$ cat src/assert_macros.svh
// Assertion macros shared by the timer modules.
`ifndef ASSERT_MACROS_SVH
`define ASSERT_MACROS_SVH

`ifndef SYNTHESIS

`define ASSERT_PROP(label, clk, rst_n, prop) \
    label: assert property (@(posedge clk) disable iff (!rst_n) (prop)) \
        else $error("assertion failed");

`define ASSERT_NEVER(label, clk, rst_n, cond) \
    label: assert property (@(posedge clk) disable iff (!rst_n) !(cond)) \
        else $error("forbidden condition seen");

`else

`define ASSERT_PROP(label, clk, rst_n, prop)

`define ASSERT_NEVER(label, clk, rst_n, cond)

`endif

`endif

$ cat src/tmr_pkg.sv
// Types, constants and helper functions of the cascadable four-channel timer.
package tmr_pkg;

    localparam int COUNT_W    = 16;
    localparam int PRESCALE_W = 10;
    localparam int IRQ_W      = 4;
    localparam int CHAN_W     = 2;

    localparam logic [COUNT_W-1:0] COUNT_MAX = 16'hFFFF;

    localparam int CTRL_CASCADE_BIT = 2;
    localparam int CTRL_IRQ_BIT     = 6;
    localparam int CTRL_ENABLE_BIT  = 7;

    typedef enum logic [1:0] {
        KIND_TICK   = 2'd0,
        KIND_RELOAD = 2'd1,
        KIND_CTRL   = 2'd2,
        KIND_READ   = 2'd3
    } kind_t;

    typedef enum logic [1:0] {
        PRESCALE_1    = 2'd0,
        PRESCALE_64   = 2'd1,
        PRESCALE_256  = 2'd2,
        PRESCALE_1024 = 2'd3
    } prescale_t;

    typedef struct packed {
        kind_t              kind;
        logic [CHAN_W-1:0]  channel;
        logic [COUNT_W-1:0] value;
    } item_t;

    typedef struct packed {
        logic [COUNT_W-1:0] read_data;
        logic [IRQ_W-1:0]   irq_flags;
    } result_t;

    typedef struct packed {
        logic               tick;
        logic               write_reload;
        logic               write_ctrl;
        logic [COUNT_W-1:0] value;
    } chan_cmd_t;

    function automatic logic [PRESCALE_W-1:0] prescale_limit(input prescale_t sel);
        logic [PRESCALE_W-1:0] lim;
        case (sel)
            PRESCALE_1:    lim = 10'd0;
            PRESCALE_64:   lim = 10'd63;
            PRESCALE_256:  lim = 10'd255;
            PRESCALE_1024: lim = 10'd1023;
            default:       lim = 10'd1023;
        endcase
        return lim;
    endfunction

endpackage

$ cat src/cascadable_four_channel_timer.sv
// Top level of the cascadable four-channel timer: item register, channels, result register.
// Takes one transaction per clock cycle on the item channel unless the result side stalls,
// and returns exactly one result transaction for each, via the item and result registers.
// The input register feeds a single pass of logic in which a tick is offered to all channels and
// an overflow carry ripples through the whole cascade chain within that cycle; the result
// register holds read data and the per-channel interrupt flags until taken, while the next
// item is already being accepted. Channels at or above NUM_CHANNELS ignore writes and read
// as zero; interrupt flags exist for the first four channels only.
`include "assert_macros.svh"

module cascadable_four_channel_timer #(
    parameter int NUM_CHANNELS = 4
) (
    input  logic             clk,
    input  logic             rst_n,
    input  logic             item_valid,
    output logic             item_ready,
    input  tmr_pkg::item_t   item,
    output logic             result_valid,
    input  logic             result_ready,
    output tmr_pkg::result_t result
);

    localparam int PAD = 1 << tmr_pkg::CHAN_W;

    tmr_pkg::item_t     item_reg;
    logic               item_valid_reg;
    logic               item_valid_next;
    tmr_pkg::result_t   result_reg;
    tmr_pkg::result_t   result_next;
    logic               result_valid_reg;
    logic               result_valid_next;

    logic               fire;
    logic               addr_ok;
    logic               is_tick;
    logic               is_reload;
    logic               is_ctrl;
    logic               is_read;

    tmr_pkg::chan_cmd_t                cmds   [NUM_CHANNELS];
    logic [tmr_pkg::COUNT_W-1:0]       counts [NUM_CHANNELS];
    logic [tmr_pkg::COUNT_W-1:0]       count_pad [PAD];
    logic [NUM_CHANNELS:0]             carry;
    logic [NUM_CHANNELS-1:0]           irqs;
    logic [tmr_pkg::IRQ_W-1:0]         irq_bits;

    assign fire       = item_valid_reg && (!result_valid_reg || result_ready);
    assign item_ready = !item_valid_reg || fire;
    assign addr_ok    = (32'(item_reg.channel) < NUM_CHANNELS);

    always_comb
    begin
        is_tick   = 1'b0;
        is_reload = 1'b0;
        is_ctrl   = 1'b0;
        is_read   = 1'b0;
        unique case (item_reg.kind)
            tmr_pkg::KIND_TICK:   is_tick   = 1'b1;
            tmr_pkg::KIND_RELOAD: is_reload = 1'b1;
            tmr_pkg::KIND_CTRL:   is_ctrl   = 1'b1;
            tmr_pkg::KIND_READ:   is_read   = 1'b1;
            default:              is_tick   = 1'b0;
        endcase
    end

    assign carry[0] = 1'b0;

    genvar i;
    generate
        for (i = 0; i < NUM_CHANNELS; i++)
        begin : g_chan
            logic sel;
            assign sel = addr_ok && (32'(item_reg.channel) == i);
            assign cmds[i].tick         = fire && is_tick;
            assign cmds[i].write_reload = fire && is_reload && sel;
            assign cmds[i].write_ctrl   = fire && is_ctrl && sel;
            assign cmds[i].value        = item_reg.value;

            tmr_channel u_chan (
                .clk       (clk),
                .rst_n     (rst_n),
                .cmd       (cmds[i]),
                .carry_in  (carry[i]),
                .count     (counts[i]),
                .carry_out (carry[i+1]),
                .irq       (irqs[i])
            );
        end

        for (i = 0; i < PAD; i++)
        begin : g_pad
            if (i < NUM_CHANNELS)
            begin : g_live
                assign count_pad[i] = counts[i];
            end
            else
            begin : g_none
                assign count_pad[i] = '0;
            end
        end

        for (i = 0; i < tmr_pkg::IRQ_W; i++)
        begin : g_irq
            if (i < NUM_CHANNELS)
            begin : g_live
                assign irq_bits[i] = irqs[i];
            end
            else
            begin : g_none
                assign irq_bits[i] = 1'b0;
            end
        end
    endgenerate

    always_comb
    begin
        result_next           = result_reg;
        result_valid_next     = result_valid_reg;
        if (fire)
        begin
            result_next.read_data = (is_read && addr_ok) ? count_pad[item_reg.channel] : '0;
            result_next.irq_flags = is_tick ? irq_bits : '0;
            result_valid_next     = 1'b1;
        end
        else if (result_ready)
        begin
            result_valid_next = 1'b0;
        end
        item_valid_next = item_ready ? item_valid : item_valid_reg;
    end

    always_ff @(posedge clk or negedge rst_n)
    begin
        if (!rst_n)
        begin
            item_valid_reg   <= 1'b0;
            result_valid_reg <= 1'b0;
        end
        else
        begin
            item_valid_reg   <= item_valid_next;
            result_valid_reg <= result_valid_next;
        end
    end

    always_ff @(posedge clk)
    begin
        if (item_valid && item_ready)
        begin
            item_reg <= item;
        end
        result_reg <= result_next;
    end

    assign result_valid = result_valid_reg;
    assign result       = result_reg;

    `ASSERT_PROP(a_fire_gives_result, clk, rst_n, fire |=> result_valid_reg)
    `ASSERT_PROP(a_irq_only_on_tick, clk, rst_n, (fire && !is_tick) |=> (result_reg.irq_flags == '0))
    `ASSERT_PROP(a_data_only_on_read, clk, rst_n, (fire && !is_read) |=> (result_reg.read_data == '0))

endmodule

$ cat src/tmr_channel.sv
// One timer channel: settings, prescaler, 16-bit counter and overflow carry.
`include "assert_macros.svh"

module tmr_channel (
    input  logic                        clk,
    input  logic                        rst_n,
    input  tmr_pkg::chan_cmd_t          cmd,
    input  logic                        carry_in,
    output logic [tmr_pkg::COUNT_W-1:0] count,
    output logic                        carry_out,
    output logic                        irq
);

    logic [tmr_pkg::COUNT_W-1:0]    count_reg;
    logic [tmr_pkg::COUNT_W-1:0]    count_next;
    logic [tmr_pkg::COUNT_W-1:0]    reload_reg;
    logic [tmr_pkg::COUNT_W-1:0]    reload_next;
    tmr_pkg::prescale_t             prescale_reg;
    tmr_pkg::prescale_t             prescale_next;
    logic                           cascade_reg;
    logic                           cascade_next;
    logic                           irq_en_reg;
    logic                           irq_en_next;
    logic                           running_reg;
    logic                           running_next;
    logic [tmr_pkg::PRESCALE_W-1:0] pcount_reg;
    logic [tmr_pkg::PRESCALE_W-1:0] pcount_next;

    logic                           prescale_hit;
    logic                           step;
    logic                           at_max;
    logic                           over;
    logic                           turn_on;

    assign prescale_hit = (pcount_reg >= tmr_pkg::prescale_limit(prescale_reg));
    assign step         = cmd.tick && running_reg
                        && (cascade_reg ? carry_in : prescale_hit);
    assign at_max       = (count_reg == tmr_pkg::COUNT_MAX);
    assign over         = step && at_max;
    assign turn_on      = cmd.write_ctrl && cmd.value[tmr_pkg::CTRL_ENABLE_BIT]
                        && !running_reg;

    always_comb
    begin
        reload_next   = reload_reg;
        prescale_next = prescale_reg;
        cascade_next  = cascade_reg;
        irq_en_next   = irq_en_reg;
        running_next  = running_reg;
        count_next    = count_reg;
        pcount_next   = pcount_reg;

        if (cmd.write_reload)
        begin
            reload_next = cmd.value;
        end

        if (cmd.write_ctrl)
        begin
            prescale_next = tmr_pkg::prescale_t'(cmd.value[1:0]);
            cascade_next  = cmd.value[tmr_pkg::CTRL_CASCADE_BIT];
            irq_en_next   = cmd.value[tmr_pkg::CTRL_IRQ_BIT];
            running_next  = cmd.value[tmr_pkg::CTRL_ENABLE_BIT];
        end

        if (turn_on)
        begin
            count_next  = reload_reg;
            pcount_next = '0;
        end

        if (cmd.tick && running_reg && !cascade_reg)
        begin
            pcount_next = prescale_hit ? '0 : pcount_reg + 1'b1;
        end

        if (step)
        begin
            count_next = at_max ? reload_reg : count_reg + 1'b1;
        end
    end

    always_ff @(posedge clk or negedge rst_n)
    begin
        if (!rst_n)
        begin
            count_reg    <= '0;
            reload_reg   <= '0;
            prescale_reg <= tmr_pkg::PRESCALE_1;
            cascade_reg  <= 1'b0;
            irq_en_reg   <= 1'b0;
            running_reg  <= 1'b0;
            pcount_reg   <= '0;
        end
        else
        begin
            count_reg    <= count_next;
            reload_reg   <= reload_next;
            prescale_reg <= prescale_next;
            cascade_reg  <= cascade_next;
            irq_en_reg   <= irq_en_next;
            running_reg  <= running_next;
            pcount_reg   <= pcount_next;
        end
    end

    assign count     = count_reg;
    assign carry_out = over;
    assign irq       = over && irq_en_reg;

    `ASSERT_PROP(a_overflow_reloads, clk, rst_n, over |=> (count_reg == $past(reload_reg)))
    `ASSERT_PROP(a_stopped_holds, clk, rst_n, (!running_reg && !cmd.write_ctrl) |=> $stable(count_reg))
    `ASSERT_PROP(a_turn_on_loads, clk, rst_n, turn_on |=> (pcount_reg == '0 && count_reg == $past(reload_reg)))

endmodule

$ cat config.mk
export PLATFORM = sky130hd
export DESIGN_NAME = cascadable_four_channel_timer
export DESIGN_NICKNAME = d
export VERILOG_FILES = /design/src/tmr_pkg.sv /design/src/cascadable_four_channel_timer.sv /design/src/tmr_channel.sv
export VERILOG_INCLUDE_DIRS = /design/src /design/src/src
export SDC_FILE = /design/constraint.sdc
export NUM_CORES = 1
export LEC_CHECK = 0
export BUFFER_PORTS_ARGS = -buffer_cell sky130_fd_sc_hd__clkbuf_2
export CAP_MARGIN = 20
export CORE_MARGIN = 2
export CORE_UTILIZATION = 55
export DETAILED_ROUTE_END_ITERATION = 8
export MAX_ROUTING_LAYER = met4
export PLACE_DENSITY = 0.84
export SYNTH_ARGS = -nofsm -noshare
export SYNTH_HDL_FRONTEND = slang
export SYNTH_HIERARCHICAL = 1
export SYNTH_SLANG_ARGS = --single-unit
$ cat constraint.sdc
create_clock -name clk -period 4.1 [get_ports clk]
set_input_delay 0.82 -clock clk [delete_from_list [all_inputs] [get_ports clk]]
set_output_delay 0.82 -clock clk [all_outputs]
set_load 0.005 [all_outputs]
* Word-level counts from Yosys, hierarchy flattened *
Index checks and enable logic that the tools add are counted.
Widths: inputs -> output; s select.

storage, ports and cells
  input bits = 24
  logic and storage cells = 180
  output and inout port bits = 22
  register bits after elaboration = 230

operators by class
  equality and inequality tests = 22
  bitwise logic cells = 1
  $lt $le $gt $ge = 5
  reduce and logical (&&, ||, !) cells = 68
  muxes and demuxes = 41
  $add $sub $neg = 8

operators with widths
  operator               count
  $mux 16                14
  $pmux 10 s4            4
  $mux 10                12
  $add 16x1->16 const B  4
  $eq 16x16->1 const B   4
  $logic_and 1x1->1      41
  $add 10x1->10 const B  4
  $ge 10x10->1           4
  $bmux 16 s2            1
  $eq 2x2->1 const B     12
  $reduce_bool 2->1      9
  $eq 2x1->1 const B     6
  $logic_not 2->1        6
  $logic_not 1->1        10
  $mux 1                 10
  $ge 3x3->1 const B     1
  $not 2->3              1
  $logic_or 1x1->1       2

* Depth between registers and ports, before layout *
Gate-level depths: netlist of run 1.

  depth after elaboration = 17
  gate-level depth with buffers = 19
  mapped depth without buffers = 19

* Hierarchy *
The synthesis of run 1 kept the hierarchy.

by module, submodules not included
  module                               area each (um^2)  seq. area each (um^2)  cells an instance  instances
  tmr_channel at g_chan[0].u_chan ...  2,519.9           1,176.1                249                3
  tmr_channel at g_chan[2].u_chan      2,560.0           1,176.1                252                1
  cascadable_four_channel_timer        1,933.1           1,251.2                127                1

* Least setup slack after synthesis of run 1 *
No wires, ideal clock.

  kind = in2reg
  start = input result_ready
  end = register g_chan[3].u_chan.count_reg, in the netlist g_chan[3].u_chan/count[5]
  library setup time = 0.123 ns
  stages = 18
  buffers on the path = 0
  setup slack = -0.729 ns
  arrival = 4.706 ns
  required time = 3.977 ns
  cells stage by stage = nor2b_1 > and3b_1 > nand2_1 > a21oi_1 > nand3_1 > nor2_1 > inv_1 > a21oi_1 > nand3_1 > nor2_1 > inv_1 > a21o_1 > nor3_1 > inv_1 > a21oi_1 > nand3_2 > o21a_1 > o221a_1

RTL lines
  item                    RTL line                             source
  start: declaration      cascadable_four_channel_timer.sv:20  input logic result_ready,
  end signal: assignment  tmr_channel.sv:97                    count_reg <= count_next;
  end: declaration        tmr_channel.sv:14                    logic [tmr_pkg::COUNT_W-1:0] count_reg;

* Final worst setup path of run 1 *
  start = register g_chan[0].u_chan.prescale_reg[0]
  end = register g_chan[3].u_chan.count_reg, in the netlist g_chan[3].u_chan/count[14]

on the way
  cells in the longest elaborated chain, start to end = 15
  elaborated cells between the ends (all ways) = 19
  those cells by class = order compare: 1; eq/ne: 3; mux: 6; reduce/logical: 9

ends and longest elaborated chain
  item                                                 RTL line                             source
  start: declaration                                   tmr_channel.sv:18                    tmr_pkg::prescale_t prescale_reg;
  start signal: assignment                             tmr_channel.sv:89                    prescale_reg <= tmr_pkg::PRESCALE_1;
  start signal: assignment                             tmr_channel.sv:99                    prescale_reg <= prescale_next;
  $eq 2x2->1, or another cell as far along             tmr_pkg.sv:49                        case (sel)
  $pmux 10 s4 (*)                                      tmr_pkg.sv:49
  $ge 10x10->1 (*)                                     tmr_channel.sv:35                    assign prescale_hit = (pcount_reg >= tmr_pkg::prescale_limit(prescale_reg));
  $mux 1 (*)                                           tmr_channel.sv:37                    && (cascade_reg ? carry_in : prescale_hit);
  $logic_and 1x1->1 (*)                                tmr_channel.sv:37
  $logic_and 1x1->1 (*)                                tmr_channel.sv:39                    assign over = step && at_max;
  via carry[1]                                         cascadable_four_channel_timer.sv:44  logic [NUM_CHANNELS:0] carry;
  $mux 1 (*)                                           tmr_channel.sv:37
  (+2 left out)                                        --
  via carry[2]                                         cascadable_four_channel_timer.sv:44
  $mux 1 (*)                                           tmr_channel.sv:37
  $logic_and 1x1->1 (*)                                tmr_channel.sv:37
  $logic_and 1x1->1 (*)                                tmr_channel.sv:39
  via carry[3]                                         cascadable_four_channel_timer.sv:44
  $mux 1 (*)                                           tmr_channel.sv:37
  $logic_and 1x1->1 (*)                                tmr_channel.sv:37
  $mux 16 / $reduce_bool 2->1 (equally long branches)  --

The timed path passes the listed nets; every way through them passes the cells marked *.
A chain may end at the register's enable or synchronous reset.

==> results of run 1 <==
Yosys cell counts, types with 6 or more instances:
| cell | n | area (um^2) |
|---|---|---|
| a211o_1 | 7 | 61.31 |
| nand4_1 | 30 | 187.7 |
| nor3_1 | 20 | 100.1 |
| nand3_1 | 52 | 260.3 |
| a221o_1 | 16 | 160.2 |
| ha_1 | 28 | 350.3 |
| nand2_2 | 7 | 43.79 |
| nor2_1 | 81 | 304.0 |
| o21a_1 | 13 | 97.59 |
| nor4_1 | 6 | 37.54 |
| o21ai_0 | 56 | 280.3 |
| nand2_1 | 94 | 352.8 |
| nor4b_1 | 8 | 70.07 |
| o21ai_1 | 26 | 130.1 |
| o41ai_1 | 11 | 96.34 |
| o221a_1 | 16 | 180.2 |
| dfrtp_1 | 190 | 4755 |
| and2_1 | 12 | 75.07 |
| a21oi_2 | 7 | 61.31 |
| nor3b_1 | 7 | 52.55 |
| buf_6 | 8 | 90.09 |
| o22ai_1 | 28 | 175.2 |
| mux2_2 | 65 | 732.0 |
| mux2i_1 | 35 | 350.3 |
| a211oi_1 | 11 | 82.58 |
| and3_1 | 6 | 37.54 |
| buf_2 | 10 | 50.05 |
| a2bb2oi_1 | 6 | 52.55 |
| inv_1 | 42 | 157.7 |
| edfxtp_1 | 40 | 1201 |
| a21o_1 | 19 | 142.6 |
| clkbuf_1 | 10 | 37.54 |
| nand2b_1 | 11 | 68.82 |
| a21oi_1 | 65 | 325.3 |
cells by family (layout without fill, tap and decap cells):
logic type	after synthesis	in the layout	share of synthesized area, %
flip-flops	230	230	49.41
other	1	1	0.03111
adder cells (fa/ha/maj)	28	28	2.907
multiplexers	100	100	8.980
buffers and inverters	76	165	3.166
AND/OR/NAND/NOR	363	363	15.49
AO/OA/AOI/OAI	328	328	20.01
how the worst min path moves through the flow:
stage | start | endpoint | cells after the start
2_1_floorplan | g_chan[0].u_chan/pcount_reg[9] | g_chan[0].u_chan/pcount_reg[9] | 1
3_3_place_gp | g_chan[0].u_chan/reload_reg[7] | g_chan[0].u_chan/reload_reg[7] | 1
3_5_place_dp | g_chan[3].u_chan/pcount_reg[9] | g_chan[3].u_chan/pcount_reg[9] | 1
4_1_cts | rst_n | g_chan[1].u_chan/pcount_reg[6] | 1
5_1_grt | rst_n | g_chan[1].u_chan/pcount_reg[4] | 1
6_report | rst_n | g_chan[1].u_chan/pcount_reg[4] | 1
per-stage QoR:
step           utilization, %  worst slack (ps)
6_report                62.95             264.4
2_1_floorplan               -             11.90
4_1_cts                 62.91             158.3
3_3_place_gp            58.56             235.7
5_1_grt                 62.95             14.33
3_5_place_dp            58.56             189.0
cell type report:
class                           instances  area [um^2]
Timing Repair Buffer                   75        471.7
Clock inverter                         11        190.2
Multi-Input combinational cell        820         5776
Clock buffer                           37        752.0
Sequential cell                       230         5956
Inverter                               42        157.7
Tap cell                              280        350.3
Fill cell                            1685         8035
where the power goes:
part / total [uW] / internal (uW) / switching (uW) / leakage [uW]
Combinational: 1780 / 806 / 976 / 0.00246
Clock: 2510 / 1590 / 926 / 0.000464
Sequential: 3610 / 2900 / 704 / 0.00275
Total: 7900 / 5300 / 2610 / 0.00567
per-layer routing:
layer / track usage [%] / vias to the layer above / part of all wire [%]
li1: - / 4389 / -
met4: 9.301 / 0 / 3.5
met2: 43.35 / 511 / 46
met3: 3.851 / 83 / 7.4
met5: - / - / 0
met1: 39.89 / 4827 / 43
worst register-to-register path, stage by stage, from the launching register on:
cell and delay (ps):
dfrtp_1 430, nand2_1 110, ha_1 300, nand4_1 130, a21oi_2 240, a21oi_2 150, nor2_2 260, inv_1 100
a21oi_2 170, nand3_1 100, nor2_1 140, inv_1 80, a21o_1 200, nor3_1 130, buf_4 150, inv_1 60
a21oi_2 250, buf_4 200, nand2_2 150, nor3_1 250, a221o_1 160
==> results.sh, run 1 <==
export IMPL_syn_inst=1126
export IMPL_n_antenna_cell=0
export IMPL_cts_buffer_depth=3
export IMPL_avgViaCountPerCell=6.562
export IMPL_min_path_type="in -> async"
export IMPL_drt_wl_total_um=32200
export IMPL_setup_tns_ps=0
export IMPL_synth_cell_area_um2=12050
export IMPL_post_cts_buffers=0
export IMPL_grt_antenna_before_repair=0
export IMPL_power_uw=7904
export IMPL_maxCapViolCount=0
export IMPL_ctsHoldBuffers=0
export IMPL_start_util_pct=55.57
export IMPL_pin_count=46
export IMPL_drive_above_1_share_pct=20.33
export IMPL_clock_latency_ps=540
export IMPL_synth_seq_cells=230
export IMPL_yosys_warnings=6
export IMPL_dr_total_vias=9810
export IMPL_grt_max_degree=96
export IMPL_syn_num_nets=1178
export IMPL_gr_total_overflow=0
export IMPL_path_buf_inv=5
export IMPL_postPlaceCellArea_um2=12700
export IMPL_ant_nets=0
export IMPL_path_class="reg -> reg"
export IMPL_row_count=54
export IMPL_skew_ps=20.96
export IMPL_die_y_um=152.0
export IMPL_syn_avg_cell_area_um2=10.70
export IMPL_worstSetupStartpoint="g_chan[0].u_chan/prescale_reg[0]"
export IMPL_hold_ws_ps=355.6
export IMPL_status="finished clean"
export IMPL_synth_top_flop_cell="dfrtp_1"
export IMPL_fin_area_um2=13650
export IMPL_cts_buffers=26
export IMPL_worst_pin_slew_ps=954.8
export IMPL_routedWlPerCell_um=21.54
export IMPL_max_freq_ghz=0.2607
export IMPL_area_growth_syn_to_layout_pct=13.28
export IMPL_vdd_drop_max_mv=0.4322
export IMPL_r2r_cells=20
export IMPL_htree_levels=1
export IMPL_final_cell_mix="dfrtp_1 (190), nand2_1 (94), nor2_1 (80), mux2_2 (65), a21oi_1 (61)"
export IMPL_synth_async_reset_ratio_pct=82.61
export IMPL_grt_use_total_pct=28.47
export IMPL_slew_headroom_pct=35.98
export IMPL_leakage_uw=0.005670
export IMPL_cp_slowest_cell="dfrtp_1"
export IMPL_rsz0062_at_grt="false"
export IMPL_cp_depth=20
export IMPL_setup_violations=0
export IMPL_critPathRequiredTime_ps=4560
export IMPL_crit_fanout=10
export IMPL_final_period_utilization_pct=93.55
export IMPL_grt_pass1_vias=9316
export IMPL_firstDrtPassIters=5
export IMPL_tritoncts="yes"
export IMPL_place_congestion=0.9632
export IMPL_regToRegEndpoint="g_chan[3].u_chan/count[14]"
export IMPL_yosysSeqAreaShare_pct=49.41
export IMPL_grt_pass1_wl_um=51420
export IMPL_cts_sinks=230
export IMPL_worstPathArrival_ps=4290
export IMPL_min_period_ps=3836
export IMPL_synth_distinct_cells=70
export IMPL_drc_errors=0
export IMPL_synth_edf_count=40
export IMPL_path_clk_slew_ps=60
export IMPL_fin_cells=1495
export IMPL_worstSetupEndpoint="g_chan[3].u_chan/count[14]"
export IMPL_nNetsFinal=1247
export IMPL_final_common_cell="dfrtp_1"
export IMPL_cts_root_buffer="clkbuf_16"
export IMPL_portBuffers=45
export IMPL_reg2reg_from="g_chan[0].u_chan/prescale_reg[0]"
export IMPL_max_stage_delay_ps=430
export IMPL_critPathLaunchType="register"
export IMPL_endpoint_kind="register"
export IMPL_drv_slew=0
export IMPL_hold_viol=0
export IMPL_drtIter0Drc=1026
export IMPL_hpwl_um=22260
export IMPL_r2r_slack_ps=260
export IMPL_dieArea_um2=23110
export IMPL_p_per_area_nw_per_um2=578.9
export IMPL_cpLargestDelayFamily="simple AND/OR/NAND/NOR gates"
export IMPL_coreArea_um2=21690
export IMPL_ctsResizeCount=0
export IMPL_place_inst=1447
export IMPL_crit_path_cell_trace="nand2_1, ha_1, nand4_1, a21oi_2, a21oi_2, nor2_2, inv_1, a21oi_2, nand3_1, nor2_1, inv_1, a21o_1, nor3_1, buf_4, inv_1, a21oi_2, buf_4, nand2_2, nor3_1, a221o_1"
export IMPL_die_x_um=152.0
export IMPL_crit_top_cell="a21oi_2"
(Power assumes the default switching activity.)
==> inputs of run 2 (changes only) <==
--- a/config.mk
+++ b/config.mk
@@ -12,8 +12,7 @@
 export CORE_UTILIZATION = 55
 export DETAILED_ROUTE_END_ITERATION = 8
 export MAX_ROUTING_LAYER = met4
-export PLACE_DENSITY = 0.84
+export PLACE_DENSITY = 0.72
 export SYNTH_ARGS = -nofsm -noshare
 export SYNTH_HDL_FRONTEND = slang
-export SYNTH_HIERARCHICAL = 1
 export SYNTH_SLANG_ARGS = --single-unit
==> run 2 against run 1 <==
Synthesized area decreased by 0.57%. Global-route usage decreased by 0.59 points. Die area decreased by 0.56%. Sequential share of layout area increased by 0.90 points. Largest cell class unchanged. Sequential power decreased by 5.8%. Clock-buffer cell count decreased by 5. Core utilization decreased by 1.1 points. Highest routed layer unchanged. Via count decreased by 5.5%. Total power decreased by 14%.
==> results.sh, run 2 <==
export IMPL_hpwl_um=21600
export IMPL_path_clk_slew_ps=60
export IMPL_grt_antenna_before_repair=0
export IMPL_final_cell_mix="dfrtp_1 (190), o21ai_0 (116), mux2_2 (84), nand2_1 (83), and3_1 (61)"
export IMPL_synth_seq_cells=230
export IMPL_syn_num_nets=1164
export IMPL_n_antenna_cell=0
export IMPL_worstPathArrival_ps=4130
export IMPL_die_x_um=151.6
export IMPL_drc_errors=0
export IMPL_grt_pass1_wl_um=48340
export IMPL_status="finished clean"
export IMPL_setup_tns_ps=0
export IMPL_routedWlPerCell_um=20.70
export IMPL_portBuffers=45
export IMPL_critPathRequiredTime_ps=4510
export IMPL_synth_distinct_cells=73
export IMPL_synth_async_reset_ratio_pct=82.61
export IMPL_area_growth_syn_to_layout_pct=11.63
export IMPL_yosysSeqAreaShare_pct=49.70
export IMPL_firstDrtPassIters=5
export IMPL_min_period_ps=3716
export IMPL_synth_edf_count=40
export IMPL_synth_cell_area_um2=11980
export IMPL_ant_nets=0
export IMPL_dr_total_vias=9269
export IMPL_synth_adder_area_share_pct=4.489
export IMPL_drtIter0Drc=966
export IMPL_pin_count=46
export IMPL_path_class="reg -> reg"
export IMPL_coreArea_um2=21620
export IMPL_rsz0062_at_grt="false"
export IMPL_synth_simple_area_share_pct=17.39
export IMPL_hold_ws_ps=207.1
export IMPL_grt_pass1_vias=8875
export IMPL_cts_sinks=230
export IMPL_vdd_drop_max_mv=0.3939
export IMPL_syn_avg_cell_area_um2=10.92
export IMPL_tritoncts="yes"
export IMPL_synth_top_flop_cell="dfrtp_1"
export IMPL_nNetsFinal=1218
export IMPL_drive_above_1_share_pct=19.16
export IMPL_synth_compound_area_share_pct=14.67
export IMPL_die_y_um=151.6
export IMPL_nFillCells=1767
export IMPL_critPathLaunchType="register"
export IMPL_synth_xor_area_share_pct=0.2923
export IMPL_syn_inst=1097
export IMPL_post_cts_buffers=0
export IMPL_synth_top_area_cell="dfrtp_1"
export IMPL_netlist_top_cells_count="dfrtp_1 (190), o21ai_0 (116), mux2_2 (84)"
export IMPL_max_freq_ghz=0.2691
export IMPL_avgViaCountPerCell=6.397
export IMPL_final_common_cell="dfrtp_1"
export IMPL_grt_max_degree=67
export IMPL_synth_mux_area_fraction_pct=11.07
export IMPL_ctsResizeCount=0
export IMPL_cts_root_buffer="clkbuf_16"
export IMPL_synth_top_area_share_pct=39.67
export IMPL_setup_violations=0
export IMPL_cts_buffer_depth=3
export IMPL_htree_levels=1
export IMPL_row_count=54
export IMPL_multiInputGateArea_um2=5742
export IMPL_hold_viol=0
export IMPL_min_path_type="in -> async"
export IMPL_drv_slew=0
export IMPL_dieArea_um2=22990
export IMPL_final_period_utilization_pct=90.63
export IMPL_final_setup_worst_slack_ps=384.3
export IMPL_cts_buffers=25
export IMPL_dpl_worst_slack_ps=451.9
export IMPL_skew_ps=16.27
export IMPL_yosys_warnings=0
export IMPL_slew_headroom_pct=30.25
export IMPL_endpoint_kind="register"
export IMPL_seq_area_um2=5956
export IMPL_synth_top_family_by_area="simple AND/OR/NAND/NOR gates"
export IMPL_synth_most_common_cell="dfrtp_1"
export IMPL_ctsHoldBuffers=0
export IMPL_synth_area_leaders="dfrtp_1 (40%), edfxtp_1 (10%), mux2_2 (7.9%)"
export IMPL_clock_latency_ps=540
export IMPL_p_per_area_nw_per_um2=508.0
export IMPL_drt_wl_total_um=30000
export IMPL_maxCapViolCount=0
export IMPL_start_util_pct=55.43
export IMPL_crit_fanout=12
export IMPL_worst_pin_slew_ps=1046
export IMPL_leakage_uw=0.005894
export IMPL_gr_total_overflow=0
export IMPL_place_congestion=0.9832
export IMPL_grt_use_total_pct=27.89
## run 2: cell types whose count changed after synthesis, sizes merged, moves of 15 or more
cell | previous run | this run
o22ai | 28 | 3
o21ai | 82 | 120
mux4 | 0 | 16
nand3 | 56 | 41
o221a | 16 | 0
a21o | 23 | 6
ha | 28 | 43
a21oi | 75 | 33
clkbuf | 10 | 25
nor2 | 82 | 58
mux2 | 65 | 84
and3 | 9 | 61
mux2i | 35 | 2
nand2 | 101 | 83
## run 2: cells by family (layout without fill, tap and decap cells)
| group | after synthesis | in the layout |
|---|---|---|
| AOI/OAI and AO/OA | 263 | 263 |
| xor gates and xnor gates | 4 | 4 |
| adders and majority gates | 43 | 43 |
| buffers and inverters | 69 | 141 |
| DFF | 230 | 230 |
| muxes | 102 | 102 |
| and+or+nand+nor | 386 | 386 |
## run 2: per-layer routing
| layer | track usage [%] | routed length [um] |
|---|---|---|
| met1 | 39.79 | 13570 |
| met2 | 42.08 | 13760 |
| met3 | 3.832 | 1845 |
| met4 | 8.287 | 823 |
| met5 | - | 0 |
## run 2: power breakdown
part | total (uW) | switching, uW | internal (uW)
clock | 2250 | 931 | 1320
sequential | 3400 | 588 | 2820
combinational | 1150 | 529 | 617
total | 6800 | 2050 | 4750
## run 2: through the flow
| step | area, um^2 | instances | util, % | power, uW |
|---|---|---|---|---|
| final | 13380 | 1449 | 61.88 | 6796 |
| after detailed placement | 12560 | 1404 | 58.10 | 4570 |
| after global routing | 13380 | 1449 | 61.88 | 7147 |
| after global placement | 12560 | 1404 | 58.10 | 4490 |
| after CTS | 13380 | 1449 | 61.88 | 6830 |
| after floorplan | 11980 | 1097 | - | 4070 |
## run 2: cell type report
cell class	count	area share (%)
Clock buffer	32	5.172
Tap cell	280	2.619
Multi-Input combinational cell	798	42.92
Sequential cell	230	44.52
Timing Repair Buffer	65	2.965
Inverter	31	0.8698
Clock inverter	13	0.9353
## run 2: worst paths after layout
kind                                                   from  slack [ps]                              to  cells after the start
max                        g_chan[1].u_chan.prescale_reg[1]         380       g_chan[3].u_chan.count[4]                     11
min                                                   rst_n         210  g_chan[0].u_chan.pcount_reg[6]                      1
max reg2reg                g_chan[1].u_chan.prescale_reg[1]         380       g_chan[3].u_chan.count[4]                     11
min reg2reg                  g_chan[1].u_chan.reload_reg[1]         490       g_chan[1].u_chan.count[1]                      2
max in group asynchronous                             rst_n        2980      g_chan[0].u_chan.count[12]                      2
min in group clk                                   item[12]         460                        cmds[12]                      1
## run 2: critical path, cell delays in order, from the launching register on
cell	delay (ps)
dfrtp_1	400
or2_2	310
inv_1	140
ha_1	290
a21oi_1	170
a211oi_1	90
or3_1	390
o2111a_1	320
or3_1	480
a21boi_4	400
nor2_2	210
a221o_1	400
